<file path="config.mk">
export PLATFORM = sky130hd
export DESIGN_NAME = multichannel_mean_rereference_core
export DESIGN_NICKNAME = d
export VERILOG_FILES = /design/src/rtl/core/mmr_pkg.sv /design/src/rtl/core/mmr_lane.sv /design/src/rtl/core/mmr_merge.sv /design/src/rtl/core/multichannel_mean_rereference_core.sv
export SDC_FILE = /design/constraint.sdc
export NUM_CORES = 2
export LEC_CHECK = 0
export BUFFER_PORTS_ARGS = -buffer_cell sky130_fd_sc_hd__buf_2
export CORE_AREA = 5 5 494 496
export DETAILED_ROUTE_END_ITERATION = 6
export DIE_AREA = 0 0 499 501
export GPL_TIMING_DRIVEN = 0
export PLACE_DENSITY = 0.55
export SLEW_MARGIN = 5
export SYNTH_ARGS = -nofsm -noshare
export SYNTH_HDL_FRONTEND = slang
export SYNTH_SLANG_ARGS = --single-unit
</file>
<file path="constraint.sdc">
create_clock -name clk -period 17.1 [get_ports clk]
set_clock_uncertainty 0.1 [all_clocks]
set_input_delay 1.71 -clock clk [delete_from_list [all_inputs] [get_ports clk]]
set_output_delay 1.71 -clock clk [all_outputs]
set_load 0.01 [all_outputs]
</file>
<file path="src/rtl/core/mmr_pkg.sv">
package mmr_pkg;

    localparam int CHANNELS    = 8;
    localparam int SAMPLE_BITS = 24;
    localparam int MASK_BITS   = 8;
    localparam int OUT_BITS    = SAMPLE_BITS + 1;

    // sum of the selected samples, count of selected channels
    localparam int SUM_BITS    = SAMPLE_BITS + $clog2(CHANNELS);
    localparam int CNT_BITS    = $clog2(MASK_BITS + 1);
    // numerator 2*S + n, and its magnitude form for the floor divide
    localparam int NUM_BITS    = SUM_BITS + 1;
    localparam int RECIP_BITS  = 32;
    localparam int PROD_BITS   = NUM_BITS + RECIP_BITS;

    // pipeline stages
    localparam int LANE_STAGE  = 0;
    localparam int SUM_STAGE   = 1;
    localparam int ABS_STAGE   = 2;
    localparam int MUL_STAGE   = 3;
    localparam int MEAN_STAGE  = 4;
    localparam int OUT_STAGE   = 5;
    localparam int STAGES      = 6;

    localparam int IN_DATA_BITS  = ((CHANNELS * SAMPLE_BITS + 7) / 8) * 8;
    localparam int OUT_DATA_BITS = ((CHANNELS * OUT_BITS + 7) / 8) * 8;

    typedef logic signed [SAMPLE_BITS-1:0] sample_t;
    typedef logic signed [OUT_BITS-1:0]    result_t;

    typedef struct packed {
        logic [STAGES-1:0] load;
    } ctrl_t;

    // ceil(2^32 / (2n)); exact floor divide by 2n for magnitudes below 2^28
    function automatic logic [RECIP_BITS-1:0] recip_of(input logic [CNT_BITS-1:0] n);
        logic [RECIP_BITS-1:0] r;
        case (n)
            4'd1:    r = 32'd2147483648;
            4'd2:    r = 32'd1073741824;
            4'd3:    r = 32'd715827883;
            4'd4:    r = 32'd536870912;
            4'd5:    r = 32'd429496730;
            4'd6:    r = 32'd357913942;
            4'd7:    r = 32'd306783379;
            4'd8:    r = 32'd268435456;
            default: r = '0;
        endcase
        return r;
    endfunction

endpackage

</file>
<file path="src/rtl/core/mmr_lane.sv">
module mmr_lane
    import mmr_pkg::*;
(
    input  logic    clk,
    input  ctrl_t   ctrl,
    input  logic    sel,
    input  sample_t sample,
    input  result_t mean,
    output sample_t contrib,
    output result_t referenced
);

    sample_t samp_reg [OUT_STAGE];
    sample_t contrib_reg;
    result_t out_reg;

    always_ff @(posedge clk)
    begin
        if (ctrl.load[LANE_STAGE])
        begin
            samp_reg[LANE_STAGE] <= sample;
            contrib_reg          <= sel ? sample : '0;
        end
        // delay line matching the mean pipeline
        for (int k = LANE_STAGE + 1; k < OUT_STAGE; k++)
        begin
            if (ctrl.load[k])
            begin
                samp_reg[k] <= samp_reg[k-1];
            end
        end
        if (ctrl.load[OUT_STAGE])
        begin
            out_reg <= OUT_BITS'(samp_reg[OUT_STAGE-1]) - mean;
        end
    end

    assign contrib    = contrib_reg;
    assign referenced = out_reg;

endmodule

</file>
<file path="src/rtl/core/mmr_merge.sv">
module mmr_merge
    import mmr_pkg::*;
(
    input  logic                clk,
    input  ctrl_t               ctrl,
    input  logic [CHANNELS-1:0] sel,
    input  sample_t             contrib [CHANNELS],
    output result_t             mean
);

    logic [CNT_BITS-1:0]        cnt0_reg;
    logic [CNT_BITS-1:0]        cnt1_reg;
    logic signed [SUM_BITS-1:0] sum1_reg;
    logic [NUM_BITS-1:0]        abs2_reg;
    logic                       neg2_reg;
    logic                       zero2_reg;
    logic [RECIP_BITS-1:0]      recip2_reg;
    logic [PROD_BITS-1:0]       prod3_reg;
    logic                       neg3_reg;
    logic                       zero3_reg;
    result_t                    mean4_reg;

    logic [CNT_BITS-1:0]        cnt_next;
    logic signed [SUM_BITS-1:0] sum_next;
    logic [NUM_BITS-1:0]        num;
    logic [NUM_BITS-1:0]        abs_next;
    logic                       neg;
    logic [NUM_BITS-1:0]        quot;
    result_t                    mean_next;

    always_comb
    begin
        cnt_next = '0;
        for (int i = 0; i < CHANNELS; i++)
        begin
            cnt_next = cnt_next + CNT_BITS'(sel[i]);
        end
    end

    always_comb
    begin
        sum_next = '0;
        for (int i = 0; i < CHANNELS; i++)
        begin
            sum_next = sum_next + SUM_BITS'(contrib[i]);
        end
    end

    // 2*S + n; a negative numerator is floored as -floor((-N + d - 1) / d)
    assign num      = {sum1_reg, 1'b0} + NUM_BITS'(cnt1_reg);
    assign neg      = num[NUM_BITS-1];
    assign abs_next = neg ? (~num + NUM_BITS'({cnt1_reg, 1'b0})) : num;

    assign quot = prod3_reg[PROD_BITS-1 -: NUM_BITS];

    always_comb
    begin
        if (zero3_reg)
        begin
            mean_next = '0;
        end
        else if (neg3_reg)
        begin
            mean_next = OUT_BITS'(-quot);
        end
        else
        begin
            mean_next = OUT_BITS'(quot);
        end
    end

    always_ff @(posedge clk)
    begin
        if (ctrl.load[LANE_STAGE])
        begin
            cnt0_reg <= cnt_next;
        end
        if (ctrl.load[SUM_STAGE])
        begin
            sum1_reg <= sum_next;
            cnt1_reg <= cnt0_reg;
        end
        if (ctrl.load[ABS_STAGE])
        begin
            abs2_reg   <= abs_next;
            neg2_reg   <= neg;
            zero2_reg  <= (cnt1_reg == '0);
            recip2_reg <= recip_of(cnt1_reg);
        end
        if (ctrl.load[MUL_STAGE])
        begin
            prod3_reg <= PROD_BITS'(abs2_reg) * PROD_BITS'(recip2_reg);
            neg3_reg  <= neg2_reg;
            zero3_reg <= zero2_reg;
        end
        if (ctrl.load[MEAN_STAGE])
        begin
            mean4_reg <= mean_next;
        end
    end

    assign mean = mean4_reg;

endmodule

</file>
<file path="src/rtl/core/multichannel_mean_rereference_core.sv">
// Channel    Dir  Handshake              Payload
// s_*        in   s_tvalid / s_tready    s_tdata: one sample frame
// m_*        out  m_tvalid / m_tready    m_tdata: one re-referenced frame
// cfg_*      in   cfg_valid / cfg_ready  cfg_data: reference mask
//
// One frame per cycle sustained while m_tready is high. Six register stages (lane register, adder tree,
// numerator fold, reciprocal multiply, mean, per-lane subtract): a request taken
// into the lane register sets m_tvalid at the edge that loads the last stage.
// rst_n is asynchronous; it clears the stage valid bits and sets the mask
// to all channels. Each stage holds while its successor is full and stalled,
// so empty stages keep taking requests behind a stalled output.
module multichannel_mean_rereference_core
    import mmr_pkg::*;
(
    input  logic                     clk,
    input  logic                     rst_n,

    input  logic                     s_tvalid,
    output logic                     s_tready,
    // sample_0..sample_7, 24 bits each, sample_0 in the lowest bits
    input  logic [IN_DATA_BITS-1:0]  s_tdata,

    output logic                     m_tvalid,
    input  logic                     m_tready,
    // referenced_0..referenced_7, 25 bits each, referenced_0 in the lowest bits
    output logic [OUT_DATA_BITS-1:0] m_tdata,

    input  logic                     cfg_valid,
    output logic                     cfg_ready,
    input  logic [MASK_BITS-1:0]     cfg_data
);

    logic [MASK_BITS-1:0] mask_reg;
    logic [STAGES-1:0]    valid_reg;
    logic [STAGES-1:0]    valid_next;
    logic [STAGES:0]      rdy;
    logic [STAGES-1:0]    vin;
    ctrl_t                ctrl;

    logic [CHANNELS-1:0]  sel;
    sample_t              sample   [CHANNELS];
    sample_t              contrib  [CHANNELS];
    result_t              referenced [CHANNELS];
    result_t              mean;

    // mask register, writable at any time the block is idle
    assign cfg_ready = 1'b1;

    always_ff @(posedge clk or negedge rst_n)
    begin
        if (!rst_n)
        begin
            mask_reg <= '1;
        end
        else if (cfg_valid && cfg_ready)
        begin
            mask_reg <= cfg_data;
        end
    end

    // elastic stage control: a stage loads when its input is valid and it is empty
    // or its successor takes its contents this cycle
    always_comb
    begin
        rdy[STAGES] = m_tready;
        for (int k = STAGES - 1; k >= 0; k--)
        begin
            rdy[k] = !valid_reg[k] || rdy[k+1];
        end
        for (int k = 0; k < STAGES; k++)
        begin
            vin[k]           = (k == 0) ? s_tvalid : valid_reg[(k == 0) ? 0 : k - 1];
            ctrl.load[k]     = rdy[k] && vin[k];
            valid_next[k]    = rdy[k] ? vin[k] : valid_reg[k];
        end
    end

    always_ff @(posedge clk or negedge rst_n)
    begin
        if (!rst_n)
        begin
            valid_reg <= '0;
        end
        else
        begin
            valid_reg <= valid_next;
        end
    end

    assign s_tready = rdy[0];
    assign m_tvalid = valid_reg[OUT_STAGE];

    // channels without a mask bit never join the mean
    for (genvar i = 0; i < CHANNELS; i++)
    begin : g_sel
        if (i < MASK_BITS)
        begin : g_bit
            assign sel[i] = mask_reg[i];
        end
        else
        begin : g_none
            assign sel[i] = 1'b0;
        end
    end

    // lanes: per-channel select, delay and subtract
    for (genvar i = 0; i < CHANNELS; i++)
    begin : g_lane
        assign sample[i] = s_tdata[i*SAMPLE_BITS +: SAMPLE_BITS];

        mmr_lane u_lane
        (
            .clk        (clk),
            .ctrl       (ctrl),
            .sel        (sel[i]),
            .sample     (sample[i]),
            .mean       (mean),
            .contrib    (contrib[i]),
            .referenced (referenced[i])
        );

        assign m_tdata[i*OUT_BITS +: OUT_BITS] = referenced[i];
    end

    if (OUT_DATA_BITS > CHANNELS * OUT_BITS)
    begin : g_pad
        assign m_tdata[OUT_DATA_BITS-1:CHANNELS*OUT_BITS] = '0;
    end

    // merge: sum, count and rounded mean
    mmr_merge u_merge
    (
        .clk     (clk),
        .ctrl    (ctrl),
        .sel     (sel),
        .contrib (contrib),
        .mean    (mean)
    );

endmodule
</file>
# --- After elaboration in Yosys (flattened, before gate mapping) ---
# Memories as Yosys holds them, arrays and structs flattened. A register that Yosys moved wholly into a read port is not among the register bits.
# Cells that the tools add are included.
totals:
  romBits: 512
  elab_cells: 101
  regBits: 555
  mem_bits_rw: 960
  memories: 9
  inputBits: 205
  out_inout_bits: 203
mem_list:
  columns: ["name", "depth", "width", "rd", "rd_ports_with_merged_regs", "write_ports", "line", "source"]
  rows:
  - ["(name not given)", 16, 32, 1, 1, 0, "mmr_pkg.sv:38", "case (n)"]
  - ["g_lane[0].u_lane.samp_reg", 5, 24, 5, 0, 5, "mmr_lane.sv:13", "sample_t samp_reg [OUT_STAGE];"]
  - ["g_lane[1].u_lane.samp_reg", 5, 24, 5, 0, 5, "mmr_lane.sv:13", null]
  - ["g_lane[2].u_lane.samp_reg", 5, 24, 5, 0, 5, "mmr_lane.sv:13", null]
  - ["g_lane[3].u_lane.samp_reg", 5, 24, 5, 0, 5, "mmr_lane.sv:13", null]
  - ["g_lane[4].u_lane.samp_reg", 5, 24, 5, 0, 5, "mmr_lane.sv:13", null]
  - ["3 more memories", null, null, null, null, null, null, null]
classes:
  n_addsub: 25
  mul: 1
  muxes: 12
  bitwise_logic: 1
  n_reduce_logical: 19
ops:
  columns: ["op", "n"]
  rows:
  - ["$sub A24 B25 Y25", 8]
  - ["$add A27 B24 Y27", 5]
  - ["$mul A28 B32 Y57", 1]
  - ["$add A28 B4 Y28", 1]
  - ["$add A28 B5 Y28", 1]
  - ["$not A28 Y28", 1]
  - ["$mux W27", 1]
  - ["$add A25 B24 Y26", 1]
  - ["$add A24 B24 Y25", 1]
  - ["$mux W25", 1]
  - ["$neg A25 Y25", 1]
  - ["$add A4 B1 Y4", 6]
  - ["$mux W1", 10]
  - ["$logic_and A1 B1 Y1", 6]
  - ["$logic_not A1 Y1", 6]
  - ["$logic_or A1 B1 Y1", 6]
  - ["$logic_not A4 Y1", 1]
  - ["$add A1 B1 Y2", 1]

# --- Depth between registers and ports, before layout ---
logic_depth:
  depth_word: 10
  depth_mapped: 29

# --- By module ---
# A second synthesis with hierarchy kept.
unflattened:
  cells_unflattened: 6528
  hier_area_um2: 86595.6
modules_own_cells:
  columns: ["mod", "n_inst", "cells_per_inst", "seq_area_each_um2", "area_per_inst_um2"]
  rows:
  - ["mmr_lane", 8, 405, 5074.9, 6739.0]
  - ["mmr_merge", 1, 3243, 3903.7, 32077.0]
  - ["multichannel_mean_rereference_core", 1, 45, 360.3, 606.8]

# --- Worst setup path before layout ---
# No wires, ideal clock.
synth_path:
  kind: "in2reg"
  from: "input m_tready"
  to: "memory g_lane[0].u_lane.samp_reg[0][100] in the netlist's numbering (enable)"
  slack_ps: -1558
  path_buffers: 0
  cell_stages: 2
  arrival_time_ps: 17432
  setup_ps: 1126
  required_time_ps: 15874
  path_cell_list: "nor2b_1 -> a21boi_0"
synth_rtl:
  columns: ["element", "line", "source"]
  rows:
  - ["start: declaration", "multichannel_mean_rereference_core.sv:24", "input logic m_tready,"]
  - ["end: declaration", "mmr_lane.sv:13", null]

# --- Worst setup path after layout ---
layout_path:
  from: "register u_merge.recip2_reg[24]"
  to: "register u_merge.prod3_reg[56], data pin"
layout_between:
  elab_chain_cells: 1
layout_rtl:
  columns: ["element", "line", "source"]
  rows:
  - ["start: declaration", "mmr_merge.sv:17", "logic [RECIP_BITS-1:0] recip2_reg;"]
  - ["$mul A28 B32 Y57", "mmr_merge.sv:92", "prod3_reg <= PROD_BITS'(abs2_reg) * PROD_BITS'(recip2_reg);"]
  - ["end signal: assignment", "mmr_merge.sv:92", null]
  - ["end: declaration", "mmr_merge.sv:18", "logic [PROD_BITS-1:0] prod3_reg;"]
# No other way between the ends.
# A chain may end at the register's enable or synchronous reset.

==> results.sh <==
export IMPL_antenna_found_initial=83
export IMPL_fillers=22460
export IMPL_max_freq_mhz=97.72
export IMPL_initial_core_util_pct=34.81
export IMPL_largest_reg_flops=960
export IMPL_cp_start_kind="flip-flop"
export IMPL_maxSlewHeadroom_pct=3.880
export IMPL_die_width_um=499
export IMPL_worst_pin_slew_ps=1433
export IMPL_tns_ps=0
export IMPL_viasPerCell=4.716
export IMPL_netlist_instances=6081
export IMPL_maxCapViolations=0
export IMPL_path_class="flip-flop to flip-flop"
export IMPL_period_share_pct=59.85
export IMPL_synth_most_common_cell="edfxtp_1"
export IMPL_r2r_cells=26
export IMPL_maxSlewViolCount=0
export IMPL_syn_nets=7478
export IMPL_yosysTopAreaCell="edfxtp_1"
export IMPL_cp_startpoint="u_merge.recip2_reg[24]"
export IMPL_nNetsFinal=8070
export IMPL_grt_ovfl_total=0
export IMPL_synth_edf_count=1482
export IMPL_setup_viol=0
export IMPL_die_h_um=501
export IMPL_grt_max_degree=69
export IMPL_hold_path_class="flip-flop to flip-flop"
export IMPL_critPathMaxFanout=10
export IMPL_crit_end="u_merge.prod3_reg[56]"
export IMPL_place_congestion=0.9087
export IMPL_grtUsageTotal_pct=19.25
export IMPL_htree_levels=4
export IMPL_synth_top_area_share_pct=53.46
export IMPL_postCtsSetupRepairBufs=0
export IMPL_cts_resized_gates=0
export IMPL_cts_buffer_depth=3
export IMPL_io_buffers=406
export IMPL_synth_cells_most_frequent="edfxtp_1 (1,482), inv_1 (1,127), fa_1 (739)"
export IMPL_timing_rr_end="u_merge.prod3_reg[56]"
export IMPL_ant_nets=0
export IMPL_syn_avg_cell_area_um2=13.69
export IMPL_clock_sinks=1496
export IMPL_num_io_pins=408
export IMPL_dp_hpwl_um=195600
export IMPL_die_area_mm2=0.2500
export IMPL_cts_made_buffers=143
export IMPL_ys_warnings_count=0
export IMPL_crit_required_ps=17520
export IMPL_worstSkewPairLatency_ps=790
export IMPL_cts_root_buffer="clkbuf_16"
export IMPL_core_area_mm2=0.2392
export IMPL_rr_startpoint="u_merge.recip2_reg[24]"
export IMPL_worst_ep_arrival_time_ps=10650
export IMPL_hold_viol_final=0
export IMPL_reg2reg_slack_ps=6870
export IMPL_ys_async_sr_fraction_pct=0.9358
export IMPL_rsz0062_at_grt="no"
export IMPL_path_clk_slew_ps=60
export IMPL_wirelength_um=240200
export IMPL_synth_flop_cell="edfxtp_1"
export IMPL_synth_cell_type_count=91
export IMPL_drt_pre_antenna_iters=7
export IMPL_grt_pass1_vias=50040
export IMPL_ys_ff_latch=1496
export IMPL_drtIter0Drc=3331
export IMPL_wl_per_cell_um=24.00
export IMPL_cts_hold_buf=0
export IMPL_crit_path_end_kind="flip-flop"
export IMPL_finalCriticalPeriod_ps=10230
export IMPL_synth_area_top_cells="edfxtp_1 (53%), fa_1 (18%), ha_1 (6.8%), inv_1 (5.1%), and2_1 (2.8%)"
export IMPL_drc=0
export IMPL_syn_to_final_growth_pct=14.14
export IMPL_ys_seq_area_share_pct=53.89
export IMPL_drive_gt1_share_pct=10.80
export IMPL_grt_first_pass_wirelength_um=347000
export IMPL_vias=47190
export IMPL_core_rowCount=180
export IMPL_outcome="completed"
export IMPL_netlist_area_mm2=0.08325
export IMPL_cts_tree="yes"
worst max-delay path: stages, from the launching register on:
cell      delay [ps]
edfxtp_1         320
clkbuf_1         980
clkbuf_1         860
and2_1           390
fa_1             510
fa_1             840
fa_1             420
inv_1            110
fa_1             540
inv_1             50
fa_1             630
fa_1             540
inv_1             50
fa_1             470
inv_1             50
ha_1             340
nand3_1          190
nor2_1           150
a221oi_1          90
o21ai_0          690
o31ai_2          260
o31ai_4          350
a41oi_2          230
or2_1            320
o21ai_1          190
a21oi_1          100
xnor2_1          140
worst min path at each step:
stage,from,endpoint,depth (start not counted)
after global routing,g_lane[6].u_lane.samp_reg[0][30],g_lane[6].u_lane.samp_reg[0][54],0
after global placement,g_lane[2].u_lane.samp_reg[0][65],g_lane[2].u_lane.samp_reg[0][89],0
after floorplan,g_lane[0].u_lane.samp_reg[0][76],g_lane[0].u_lane.samp_reg[0][100],0
final,g_lane[4].u_lane.samp_reg[0][64],g_lane[4].u_lane.samp_reg[0][88],0
after detailed placement,g_lane[0].u_lane.samp_reg[0][28],g_lane[0].u_lane.samp_reg[0][52],0
after CTS,g_lane[4].u_lane.samp_reg[0][64],g_lane[4].u_lane.samp_reg[0][88],0
metal layers:
metal | vias to the layer above | global-route usage (%) | wire length [um]
met5 | - | 0 | 145
met4 | 18 | 6.547 | 8970
met3 | 383 | 2.417 | 10660
met2 | 1214 | 33.70 | 120000
met1 | 24010 | 24.75 | 100400
li1 | 21560 | - | -
cell families (layout without fill, tap and decap cells):
kind of cell | count (synthesis) | in the layout | share of synthesized area (%)
xor gates and xnor gates | 326 | 326 | 3.430
DFF | 1496 | 1496 | 53.89
AOI/OAI and AO/OA | 648 | 648 | 5.038
buffers and inverters | 1226 | 1934 | 5.547
other | 1 | 33 | 0.004504
muxes | 9 | 9 | 0.1187
adders and majority gates | 1192 | 1192 | 24.58
and+or+nand+nor | 1183 | 1183 | 7.396
metrics by stage:
step           utilization, %  area [um^2]  hold WS (ps)  setup slack (ps)  std cells
2_1_floorplan               -        83250         300.3              3388       6081
3_3_place_gp            37.32        89270         300.1             -4271       9672
3_5_place_dp            37.74        90280         304.5              6851       9713
4_1_cts                 39.70        94940         296.2              6798       9974
5_1_grt                 39.71        94980         303.2              6518       9987
6_report                39.73        95020         293.3              6866      10010
area by class of cell:
type	instances	area [um^2]	area share, %
Sequential cell	1496	44860	47.21
Multi-Input combinational cell	3359	33810	35.58
Inverter	1128	4234	4.456
Tap cell	3185	3985	4.194
Clock buffer	170	3744	3.940
Timing Repair Buffer	447	2995	3.152
Clock inverter	91	925.9	0.9744
Buffer	98	385.4	0.4055
Antenna cell	32	80.08	0.08427
cells in the final DEF (no fill, tap or decap), types with 53 or more instances in the layout:
master	n
xor2_1	90
nand2_1	311
clkbuf_16	146
ha_1	453
o21ai_0	118
inv_1	1127
a21o_1	80
nor2_1	190
edfxtp_1	1482
fa_1	739
buf_2	409
nor3_1	53
clkbuf_1	112
and2_1	372
xnor2_1	236
a21oi_1	199
Power is not shown: default switching activity piles up to over one toggle a cycle in this logic, so the estimate is an artifact.
